## config.mk

```make
export PLATFORM = sky130hd
export DESIGN_NAME = scaled_decimal_amount_alu_top
export DESIGN_NICKNAME = d
export VERILOG_FILES = /design/src/rtl/sdaa_pkg.sv /design/src/rtl/sdaa_scale.sv /design/src/rtl/sdaa_serial.sv /design/src/rtl/scaled_decimal_amount_alu_top.sv
export VERILOG_INCLUDE_DIRS = /design/src /design/src/rtl
export SDC_FILE = /design/constraint.sdc
export NUM_CORES = 2
export LEC_CHECK = 0
export BUFFER_PORTS_ARGS = -buffer_cell sky130_fd_sc_hd__buf_2
export CORE_MARGIN = 3
export CORE_UTILIZATION = 45
export CTS_CLUSTER_SIZE = 12
export DETAILED_ROUTE_END_ITERATION = 10
export GPL_TIMING_DRIVEN = 0
export MAX_ROUTING_LAYER = met4
export SLEW_MARGIN = 40
export SYNTH_ARGS = -nofsm -noshare
export SYNTH_HDL_FRONTEND = slang
export SYNTH_SLANG_ARGS = --single-unit
```

## constraint.sdc

```tcl
create_clock -name clk_i -period 45.2 [get_ports clk_i]
set_input_delay 2.26 -clock clk_i [delete_from_list [all_inputs] [get_ports clk_i]]
set_output_delay 2.26 -clock clk_i [all_outputs]
set_load 0.05 [all_outputs]
```

## src/rtl/scaled_decimal_amount_alu_top_macros.svh

```systemverilog
// assertion macros for the scaled decimal amount alu
// used by scaled_decimal_amount_alu_top; expects clk_i and rst_ni in scope
`ifndef SCALED_DECIMAL_AMOUNT_ALU_TOP_MACROS_SVH
`define SCALED_DECIMAL_AMOUNT_ALU_TOP_MACROS_SVH

// same-cycle implication
`define SDAA_ASSERT_NOW(lbl, ante, cons, msg) \
  lbl: assert property (@(posedge clk_i) disable iff (!rst_ni) (ante) |-> (cons)) \
    else $error(msg);

// next-cycle implication
`define SDAA_ASSERT_NEXT(lbl, ante, cons, msg) \
  lbl: assert property (@(posedge clk_i) disable iff (!rst_ni) (ante) |=> (cons)) \
    else $error(msg);

`endif

```

## src/rtl/sdaa_pkg.sv

```systemverilog
// shared constants, codes and control structs of the scaled decimal amount alu
// no dependencies
`timescale 1ns / 1ps
`default_nettype none

package sdaa_pkg;

  localparam int unsigned ValueWords = 4;
  localparam int unsigned MaxWords   = 4;
  localparam int unsigned WordW      = 64;
  localparam int unsigned ValueW     = ValueWords * WordW;
  localparam int unsigned MaxW       = MaxWords * WordW;
  localparam int unsigned PrecW      = 8;
  localparam int unsigned StatusW    = 3;
  localparam int unsigned DigCntW    = $clog2(ValueWords + 1);

  typedef enum logic [1:0] {
    REQ_ADD     = 2'd0,
    REQ_SUB     = 2'd1,
    REQ_CMP     = 2'd2,
    REQ_RESCALE = 2'd3
  } req_e;

  typedef enum logic [StatusW-1:0] {
    ST_OK            = 3'd0,
    ST_SCALE_OVF     = 3'd1,
    ST_SUM_OVF       = 3'd2,
    ST_MINUEND_SMALL = 3'd3,
    ST_PREC_SHRINK   = 3'd4
  } status_e;

  localparam logic signed [1:0] ORD_LESS    = 2'sb11;
  localparam logic signed [1:0] ORD_EQ      = 2'sb00;
  localparam logic signed [1:0] ORD_GREATER = 2'sb01;

  typedef struct packed {
    logic             start;
    logic [PrecW-1:0] digits;
  } scale_ctrl_t;

  typedef struct packed {
    logic busy;
    logic done;
    logic ok;
  } scale_stat_t;

  typedef struct packed {
    logic start;
    logic sub;
  } ser_ctrl_t;

  typedef struct packed {
    logic busy;
    logic done;
    logic carry;
    logic nonzero;
  } ser_stat_t;

endpackage

`default_nettype wire

```

## src/rtl/sdaa_scale.sv

```systemverilog
// decimal scaler: multiplies a value by ten once per cycle, one decimal digit a step
// depends on sdaa_pkg
`timescale 1ns / 1ps
`default_nettype none

module sdaa_scale (
  input  logic                        clk_i,
  input  logic                        rst_ni,
  input  sdaa_pkg::scale_ctrl_t       ctrl_i,
  input  logic [sdaa_pkg::ValueW-1:0] value_i,
  output sdaa_pkg::scale_stat_t       stat_o,
  output logic [sdaa_pkg::ValueW-1:0] value_o
);
  import sdaa_pkg::*;

  localparam int unsigned ExtW = ValueW + 4;

  logic              busy_q, done_q, ok_q;
  logic [ValueW-1:0] val_q;
  logic [PrecW-1:0]  cnt_q;
  logic [ExtW-1:0]   ext, prod;
  logic              finish, ovf;

  // v * 10 = v * 8 + v * 2, four spare bits catch the carry out
  always_comb begin
    ext    = ExtW'(val_q);
    prod   = (ext << 3) + (ext << 1);
    ovf    = (prod[ExtW-1:ValueW] != 4'd0);
    finish = (cnt_q == '0) || (val_q == '0);
  end

  always_ff @(posedge clk_i or negedge rst_ni) begin
    if (!rst_ni) begin
      busy_q <= 1'b0;
      done_q <= 1'b0;
    end else if (ctrl_i.start) begin
      busy_q <= 1'b1;
      done_q <= 1'b0;
    end else if (busy_q && (finish || ovf)) begin
      busy_q <= 1'b0;
      done_q <= 1'b1;
    end else begin
      done_q <= 1'b0;
    end
  end

  always_ff @(posedge clk_i) begin
    if (ctrl_i.start) begin
      val_q <= value_i;
      cnt_q <= ctrl_i.digits;
      ok_q  <= 1'b1;
    end else if (busy_q) begin
      if (finish) begin
        ok_q <= 1'b1;
      end else if (ovf) begin
        ok_q <= 1'b0;
      end else begin
        val_q <= prod[ValueW-1:0];
        cnt_q <= cnt_q - PrecW'(1);
      end
    end
  end

  assign stat_o.busy = busy_q;
  assign stat_o.done = done_q;
  assign stat_o.ok   = ok_q;
  assign value_o     = val_q;

endmodule

`default_nettype wire

```

## src/rtl/sdaa_serial.sv

```systemverilog
// word-serial adder / subtractor, one 64-bit digit per cycle, least significant first
// depends on sdaa_pkg
`timescale 1ns / 1ps
`default_nettype none

module sdaa_serial (
  input  logic                        clk_i,
  input  logic                        rst_ni,
  input  sdaa_pkg::ser_ctrl_t         ctrl_i,
  input  logic [sdaa_pkg::ValueW-1:0] a_i,
  input  logic [sdaa_pkg::ValueW-1:0] b_i,
  output sdaa_pkg::ser_stat_t         stat_o,
  output logic [sdaa_pkg::ValueW-1:0] value_o
);
  import sdaa_pkg::*;

  logic               busy_q, done_q;
  logic [DigCntW-1:0] cnt_q;
  logic [ValueW-1:0]  a_q, b_q, res_q, res_d;
  logic               sub_q, c_q, nz_q;
  logic [WordW-1:0]   dig_a, dig_b;
  logic [WordW:0]     sum;

  // subtract as a + ~b + 1, the carry in set at load
  always_comb begin
    dig_a = a_q[WordW-1:0];
    dig_b = sub_q ? ~b_q[WordW-1:0] : b_q[WordW-1:0];
    sum   = {1'b0, dig_a} + {1'b0, dig_b} + {{WordW{1'b0}}, c_q};
    res_d = res_q >> WordW;
    res_d[ValueW-1 -: WordW] = sum[WordW-1:0];
  end

  always_ff @(posedge clk_i or negedge rst_ni) begin
    if (!rst_ni) begin
      busy_q <= 1'b0;
      done_q <= 1'b0;
      cnt_q  <= '0;
    end else if (ctrl_i.start) begin
      busy_q <= 1'b1;
      done_q <= 1'b0;
      cnt_q  <= DigCntW'(ValueWords);
    end else if (busy_q) begin
      cnt_q <= cnt_q - DigCntW'(1);
      if (cnt_q == DigCntW'(1)) begin
        busy_q <= 1'b0;
        done_q <= 1'b1;
      end
    end else begin
      done_q <= 1'b0;
    end
  end

  always_ff @(posedge clk_i) begin
    if (ctrl_i.start) begin
      a_q   <= a_i;
      b_q   <= b_i;
      sub_q <= ctrl_i.sub;
      c_q   <= ctrl_i.sub;
      nz_q  <= 1'b0;
    end else if (busy_q) begin
      a_q   <= a_q >> WordW;
      b_q   <= b_q >> WordW;
      res_q <= res_d;
      c_q   <= sum[WordW];
      nz_q  <= nz_q | (sum[WordW-1:0] != '0);
    end
  end

  assign stat_o.busy    = busy_q;
  assign stat_o.done    = done_q;
  assign stat_o.carry   = c_q;
  assign stat_o.nonzero = nz_q;
  assign value_o        = res_q;

endmodule

`default_nettype wire

```

## src/rtl/scaled_decimal_amount_alu_top.sv

```systemverilog
// scaled decimal amount alu: add, subtract, compare and rescale of 256-bit decimal amounts
// top level; depends on sdaa_pkg, sdaa_scale, sdaa_serial and the assertion macro header
//
// usage
//   input channel : in_valid_i / in_stall_o, one beat carries the request type, both
//                   operand values as four 64-bit words each and both precisions
//   output channel: out_valid_o / out_stall_i, one beat per request with the result
//                   value, its precision, a status code and the compare order
//   a beat moves on a rising edge with valid high and stall low
// timing
//   the block works on one request at a time; in_stall_o is high from acceptance
//   until the result has been handed to the output register
//   add, subtract and compare scale the lower-precision operand, then run the
//   serial pass; scaling stops early on a zero value or on overflow, and no nonzero
//   value takes more than 77 times-ten steps without overflow
//   rescale and scaling failures skip the serial pass, a refused rescale skips both
//   the scaler takes one digit per cycle, and the add / subtract / compare pass
//   takes one 64-bit word per cycle over the four words
// stall and reset
//   a result waiting under out_stall_i holds steady; the next request is still
//   taken and computed, and waits in its own result register until the output frees
//   reset clears the sequencer, the output valid and the sub-units' busy and done flags
`timescale 1ns / 1ps
`default_nettype none

`include "scaled_decimal_amount_alu_top_macros.svh"

module scaled_decimal_amount_alu_top (
  input  logic                               clk_i,
  input  logic                               rst_ni,
  // request side
  input  logic                               in_valid_i,
  output logic                               in_stall_o,
  input  logic [1:0]                         req_type_i,
  input  logic [sdaa_pkg::WordW-1:0]         a_word0_i,
  input  logic [sdaa_pkg::WordW-1:0]         a_word1_i,
  input  logic [sdaa_pkg::WordW-1:0]         a_word2_i,
  input  logic [sdaa_pkg::WordW-1:0]         a_word3_i,
  input  logic [sdaa_pkg::PrecW-1:0]         a_prec_i,
  input  logic [sdaa_pkg::WordW-1:0]         b_word0_i,
  input  logic [sdaa_pkg::WordW-1:0]         b_word1_i,
  input  logic [sdaa_pkg::WordW-1:0]         b_word2_i,
  input  logic [sdaa_pkg::WordW-1:0]         b_word3_i,
  input  logic [sdaa_pkg::PrecW-1:0]         b_prec_i,
  // result side
  output logic                               out_valid_o,
  input  logic                               out_stall_i,
  output logic [sdaa_pkg::WordW-1:0]         r_word0_o,
  output logic [sdaa_pkg::WordW-1:0]         r_word1_o,
  output logic [sdaa_pkg::WordW-1:0]         r_word2_o,
  output logic [sdaa_pkg::WordW-1:0]         r_word3_o,
  output logic [sdaa_pkg::PrecW-1:0]         r_prec_o,
  output logic [sdaa_pkg::StatusW-1:0]       status_o,
  output logic signed [1:0]                  order_o
);
  import sdaa_pkg::*;

  typedef enum logic [3:0] {
    S_IDLE  = 4'b0001,
    S_SCALE = 4'b0010,
    S_ARITH = 4'b0100,
    S_DONE  = 4'b1000
  } state_e;

  state_e state_q, state_d;

  // request as it arrives
  logic [MaxW-1:0]   a_all, b_all;
  logic [ValueW-1:0] a_in, b_in;
  req_e              in_req;
  logic              in_acc, shrink, in_scale_b;

  // request kept while it is worked on
  req_e              req_q;
  logic [ValueW-1:0] a_q, b_q;
  logic [PrecW-1:0]  bp_q, mp_q;
  logic              scale_b_q;

  // result waiting for the output register
  logic              res_load;
  logic [ValueW-1:0] res_val_q, res_val_d;
  logic [PrecW-1:0]  res_prec_q, res_prec_d;
  status_e           res_status_q, res_status_d;
  logic signed [1:0] res_ord_q, res_ord_d;

  // output register
  logic              out_valid_q, out_load, out_acc;
  logic [ValueW-1:0] out_val_q;
  logic [PrecW-1:0]  out_prec_q;
  status_e           out_status_q;
  logic signed [1:0] out_ord_q;
  logic [MaxW-1:0]   out_all;

  // sub-units
  scale_ctrl_t       scl_ctrl;
  scale_stat_t       scl_stat;
  logic [ValueW-1:0] scl_val;
  ser_ctrl_t         ser_ctrl;
  ser_stat_t         ser_stat;
  logic [ValueW-1:0] ser_val;
  logic [ValueW-1:0] ser_a, ser_b;

  assign in_stall_o = (state_q != S_IDLE);
  assign in_acc     = in_valid_i && !in_stall_o;
  assign out_acc    = out_valid_q && !out_stall_i;

  // words above the value width are dropped
  assign a_all  = {a_word3_i, a_word2_i, a_word1_i, a_word0_i};
  assign b_all  = {b_word3_i, b_word2_i, b_word1_i, b_word0_i};
  assign a_in   = a_all[ValueW-1:0];
  assign b_in   = b_all[ValueW-1:0];
  assign in_req = req_e'(req_type_i);

  // rescale refuses a smaller target; otherwise the lower-precision side is scaled
  assign shrink     = (in_req == REQ_RESCALE) && (a_prec_i > b_prec_i);
  assign in_scale_b = (in_req != REQ_RESCALE) && (a_prec_i >= b_prec_i);

  always_comb begin
    scl_ctrl.start  = in_acc && !shrink;
    scl_ctrl.digits = in_scale_b ? (a_prec_i - b_prec_i) : (b_prec_i - a_prec_i);
  end

  sdaa_scale u_scale (
    .clk_i   (clk_i),
    .rst_ni  (rst_ni),
    .ctrl_i  (scl_ctrl),
    .value_i (in_scale_b ? b_in : a_in),
    .stat_o  (scl_stat),
    .value_o (scl_val)
  );

  // the scaled operand feeds the word-serial pass straight from the scaler
  assign ser_a = scale_b_q ? a_q : scl_val;
  assign ser_b = scale_b_q ? scl_val : b_q;

  sdaa_serial u_serial (
    .clk_i   (clk_i),
    .rst_ni  (rst_ni),
    .ctrl_i  (ser_ctrl),
    .a_i     (ser_a),
    .b_i     (ser_b),
    .stat_o  (ser_stat),
    .value_o (ser_val)
  );

  // sequencer
  always_comb begin
    state_d        = state_q;
    res_load       = 1'b0;
    res_val_d      = '0;
    res_prec_d     = '0;
    res_status_d   = ST_OK;
    res_ord_d      = ORD_EQ;
    ser_ctrl.start = 1'b0;
    ser_ctrl.sub   = (req_q != REQ_ADD);
    out_load       = 1'b0;
    case (state_q)
      S_IDLE: begin
        if (in_acc) begin
          if (shrink) begin
            res_load     = 1'b1;
            res_status_d = ST_PREC_SHRINK;
            state_d      = S_DONE;
          end else begin
            state_d = S_SCALE;
          end
        end
      end
      S_SCALE: begin
        if (scl_stat.done) begin
          case (req_q)
            REQ_RESCALE: begin
              res_load = 1'b1;
              if (scl_stat.ok) begin
                res_val_d  = scl_val;
                res_prec_d = bp_q;
              end else begin
                res_status_d = ST_SCALE_OVF;
              end
              state_d = S_DONE;
            end
            REQ_CMP: begin
              if (scl_stat.ok) begin
                ser_ctrl.start = 1'b1;
                state_d        = S_ARITH;
              end else begin
                // the side that would not scale is the greater one
                res_load  = 1'b1;
                res_ord_d = scale_b_q ? ORD_LESS : ORD_GREATER;
                state_d   = S_DONE;
              end
            end
            default: begin
              if (scl_stat.ok) begin
                ser_ctrl.start = 1'b1;
                state_d        = S_ARITH;
              end else begin
                res_load     = 1'b1;
                res_status_d = ST_SCALE_OVF;
                state_d      = S_DONE;
              end
            end
          endcase
        end
      end
      S_ARITH: begin
        if (ser_stat.done) begin
          res_load = 1'b1;
          state_d  = S_DONE;
          case (req_q)
            REQ_ADD: begin
              if (ser_stat.carry) begin
                res_status_d = ST_SUM_OVF;
              end else begin
                res_val_d  = ser_val;
                res_prec_d = mp_q;
              end
            end
            REQ_SUB: begin
              // no carry out of a + ~b + 1 means a borrow
              if (!ser_stat.carry) begin
                res_status_d = ST_MINUEND_SMALL;
              end else begin
                res_val_d  = ser_val;
                res_prec_d = mp_q;
              end
            end
            REQ_CMP: begin
              if (!ser_stat.carry) begin
                res_ord_d = ORD_LESS;
              end else if (ser_stat.nonzero) begin
                res_ord_d = ORD_GREATER;
              end else begin
                res_ord_d = ORD_EQ;
              end
            end
            default: begin
              res_ord_d = ORD_EQ;
            end
          endcase
        end
      end
      S_DONE: begin
        if (!out_valid_q || !out_stall_i) begin
          out_load = 1'b1;
          state_d  = S_IDLE;
        end
      end
      default: begin
        state_d = S_IDLE;
      end
    endcase
  end

  always_ff @(posedge clk_i or negedge rst_ni) begin
    if (!rst_ni) begin
      state_q     <= S_IDLE;
      out_valid_q <= 1'b0;
    end else begin
      state_q <= state_d;
      if (out_load) begin
        out_valid_q <= 1'b1;
      end else if (out_acc) begin
        out_valid_q <= 1'b0;
      end
    end
  end

  always_ff @(posedge clk_i) begin
    if (in_acc) begin
      req_q     <= in_req;
      a_q       <= a_in;
      b_q       <= b_in;
      bp_q      <= b_prec_i;
      mp_q      <= (a_prec_i > b_prec_i) ? a_prec_i : b_prec_i;
      scale_b_q <= in_scale_b;
    end
    if (res_load) begin
      res_val_q    <= res_val_d;
      res_prec_q   <= res_prec_d;
      res_status_q <= res_status_d;
      res_ord_q    <= res_ord_d;
    end
    if (out_load) begin
      out_val_q    <= res_val_q;
      out_prec_q   <= res_prec_q;
      out_status_q <= res_status_q;
      out_ord_q    <= res_ord_q;
    end
  end

  // unused upper words read as zero
  assign out_all     = MaxW'(out_val_q);
  assign out_valid_o = out_valid_q;
  assign r_word0_o   = out_all[0*WordW +: WordW];
  assign r_word1_o   = out_all[1*WordW +: WordW];
  assign r_word2_o   = out_all[2*WordW +: WordW];
  assign r_word3_o   = out_all[3*WordW +: WordW];
  assign r_prec_o    = out_prec_q;
  assign status_o    = out_status_q;
  assign order_o     = out_ord_q;

  // any error beat carries a zero amount and precision
  `SDAA_ASSERT_NOW(a_err_zero, out_valid_q && (out_status_q != ST_OK),
                   (out_val_q == '0) && (out_prec_q == '0), "error beat with nonzero amount")
  // an order other than equal comes only from a compare, which gives no amount
  `SDAA_ASSERT_NOW(a_ord_cmp, out_valid_q && (out_ord_q != ORD_EQ),
                   (out_status_q == ST_OK) && (out_val_q == '0) && (out_prec_q == '0),
                   "order set on a non-compare beat")
  // the sub-units only report back in the state that waits for them
  `SDAA_ASSERT_NOW(a_scl_done, scl_stat.done, state_q == S_SCALE, "scaler done out of step")
  `SDAA_ASSERT_NOW(a_ser_done, ser_stat.done, state_q == S_ARITH, "serial pass done out of step")
  // a started serial pass is busy the cycle after
  `SDAA_ASSERT_NEXT(a_ser_start, ser_ctrl.start, ser_stat.busy && (state_q == S_ARITH),
                    "serial pass did not start")

endmodule

`default_nettype wire
```

==> reports/results.ini <==
[clock_tree]
insertion_delay_ns=0.89
postCtsResizedCells=0
path_clk_slew_ns=0.06
clockBufferDepth=3
numCtsBuffers=223
htree_num_levels=4
clock_sinks=2117
cts_tree=done
postCtsHoldBufs=0
post_cts_buffers=0
cts-root-buf=clkbuf_16

[sta]
fmax_ghz=0.110
finalWorstSetupSlack_ns=36.14
slew_violations=0
timing.final.crit_share_pct=20.1
min_period_ns=9.06
rsz0062_at_grt=no
clock_skew_ns=0.0564
fin_setup_tns_ns=0
hold_viol_final=0
slew_headroom_pct=29.5
finalSetupViolCount=0
tightestPinTransition_ns=1.05

[global_routing]
grt_max_degree=75
grt-ovfl-total=0
first_global_vias=82400
grt_pass1_wl_um=690000
antenna_found_initial=242
grt_usage_pct=43.1

[floorplanning]
die_x_um=491
chipHeight_um=491
pin_count=805
rows=177
start_util_pct=45.4
coreArea_mm2=0.233
die_area_mm2=0.241

[run]
max_cap_viol_count=0

[synthesis]
synth_compound_area_share_pct=14.5
seq_area_frac_synth_pct=60.0
synth_area_mm2=0.106
yosys-top-cells-area=edfxtp_1 60%, mux2i_1 5.4%, a21oi_1 4.6%
ys_types=99
synth-xor-area-share_pct=3.19
synth_warnings=0
async_reset_ff_share_pct=0.567
synth_simple_gate_area_share_pct=10.6
synth_top_area_share_pct=59.6
netlist_instances=9108
syn_nets=9983
synthAdderAreaFrac_pct=4.06
synthFlopType=edfxtp_1
avgSynthCellArea_um2=11.6
synth_top_family_by_area=compound AO/OA/AOI/OAI gates
synth_mux_area_share_pct=5.45
synth-edff-count=2103
synth_top_area_cell=edfxtp_1
ys_seq_elements=2117

[worst_setup_path]
critical_path.endpoint=res_val_q[14]
cp.arrival_ns=9.64
worstPathRequired_ns=45.77
worst-r2r-cell-count=20
cp-start-kind=input port
slowest_delay_ns=0.53
worst_path_max_delay_cell=o311ai_2
reg2reg_to=u_scale.value_o[32]
worstSetupEndpointType=flop
r2r_setup_slack_ns=36.67
critPathMaxFanout=10
worstReg2RegStart=u_scale.value_o[0]
crit_path_start=a_prec_i[0]
crit_type=input port to flop
path_common_cell=buf_2

[drt]
wire_per_inst_um=37.9
ant_nets=0
num_vias=88400
via_per_inst=6.43
firstDrtPassIters=6
first_iter_violations=13900
wl_um=522000
drc=0

[power]
irDropWorstVdd_v=0.0000540
p_leak_uw=0.0456
power_density_mw_per_mm2=89.3

[final_layout]
final.fill_count=20600
drive_gt1_share_pct=14.4
multi_input_area_mm2=0.0404
final_nets=11200
regArea_mm2=0.0635
syn_to_final_growth_pct=17.3

[placement]
pre_cts_slack_ns=35.32
gp_congestion=1.13
io_buffers=804
dp_hpwl_um=431000

[min_path]
hold_path_class=flop to flop

[outcome]
status=finished, final reports clean

layout by cell type, fill, tap and decap left out, types with 22 or more instances in the layout:
| cell type | netlist | routed |
|---|---|---|
| o31ai_1 | 31 | 29 |
| clkinv_2 | 0 | 25 |
| ha_1 | 336 | 336 |
| nor4_1 | 103 | 85 |
| nor2_1 | 1058 | 1056 |
| nand2b_1 | 23 | 23 |
| xor2_1 | 185 | 178 |
| buf_8 | 0 | 31 |
| xnor2_1 | 201 | 194 |
| a21oi_1 | 968 | 967 |
| o21a_1 | 51 | 51 |
| nor2b_1 | 24 | 24 |
| clkbuf_1 | 416 | 373 |
| clkbuf_2 | 1 | 89 |
| edfxtp_1 | 2103 | 2103 |
| a21o_1 | 160 | 160 |
| clkinv_1 | 0 | 49 |
| a21boi_0 | 33 | 33 |
| and3_1 | 22 | 22 |
| buf_1 | 34 | 23 |
| a31oi_1 | 202 | 201 |
| nand4_1 | 179 | 179 |
| nand2_1 | 919 | 917 |
| o21ai_1 | 23 | 28 |
| nor3_1 | 91 | 87 |
| diode_2 | 0 | 162 |
| a22o_1 | 266 | 266 |
| or3_1 | 28 | 28 |
| buf_2 | 31 | 888 |
| mux2i_1 | 574 | 574 |
| inv_1 | 135 | 134 |
| buf_16 | 0 | 37 |
| nand3_1 | 70 | 69 |
| buf_12 | 0 | 30 |
| o21ai_0 | 443 | 436 |
| clkbuf_16 | 0 | 224 |
| o21bai_1 | 97 | 97 |
metrics by stage:
stage               cells  area [µm²]  power [µW]  utilization (%)  hold slack, ns
floorplan            9108      106000        6750                -           0.400
finish              13800      124000       11100             53.2           0.384
detailed placement  13200      117000        9060             50.0           0.405
global route        13700      124000       11400             53.2           0.391
CTS                 13600      124000       10900             53.0           0.375
global placement    13000      114000        9330             48.8           0.401
worst max-delay path: cells and delay by family:
kind	cells	cell delay, ns
buffers and inverters	25	5.36
adders and majority gates	2	0.62
and+or+nand+nor	3	0.48
AOI/OAI and AO/OA	3	0.89
Yosys cell counts, drive strengths merged, types with 39 or more instances:
cell,instances
edfxtp,2103
nor2,1058
a21oi,972
nand2,921
mux2i,574
o21ai,467
clkbuf,417
ha,336
a22o,266
a31oi,203
xnor2,201
xor2,185
nand4,179
a21o,160
inv,136
nor4,106
o21bai,97
nor3,91
nand3,70
buf,65
o21a,51
a21boi,39
per-layer routing:
layer	vias up	routed length [µm]	global-route usage (%)
li1	37000	-	-
met1	43900	188000	53.2
met2	6341	228000	63.6
met3	1266	70600	13.6
met4	0	35000	22.3
met5	-	0	-
registers in the layout, summed over array words and instances (netlist names), 8 cells and up:
name / count
out_all: 256
res_prec_q: 8
res_val_q: 256
u_scale.value_o: 256
bp_q: 8
u_serial.value_o: 256
u_serial.b_q: 256
mp_q: 8
a_q: 256
u_scale.cnt_q: 8
b_q: 256
r_prec_o: 8
u_serial.a_q: 256
final cells by class:
cell class / instances / area share, %
Timing Repair Buffer: 960 / 5.19
Antenna cell: 162 / 0.326
Tap cell: 3132 / 3.16
Inverter: 136 / 0.417
Sequential cell: 2117 / 51.1
Clock buffer: 289 / 4.76
Buffer: 482 / 1.63
Clock inverter: 112 / 0.848
Multi-Input combinational cell: 6373 / 32.6
kinds of logic after synthesis:
group	Yosys count
mux	576
compound gates	2472
simple gates	2598
flops	2117
buf+inv	618
xor+xnor	386
fa+ha+maj	341
report_power, final:
part / internal, µW / switching, µW
combinational: 1700 / 4010
clock: 980 / 811
sequential: 2920 / 675
worst min-delay path by stage:
| stage | depth (start not counted) | start | to |
|---|---|---|---|
| finish | 0 | res_val_q[147] | out_all[147] |
| global placement | 0 | res_val_q[18] | out_all[18] |
| floorplan | 0 | res_ord_q[0] | order_o[0] |
| CTS | 0 | res_val_q[151] | out_all[151] |
| detailed placement | 0 | res_val_q[128] | out_all[128] |
| global route | 0 | res_val_q[151] | out_all[151] |
(Power assumes the default switching activity.)
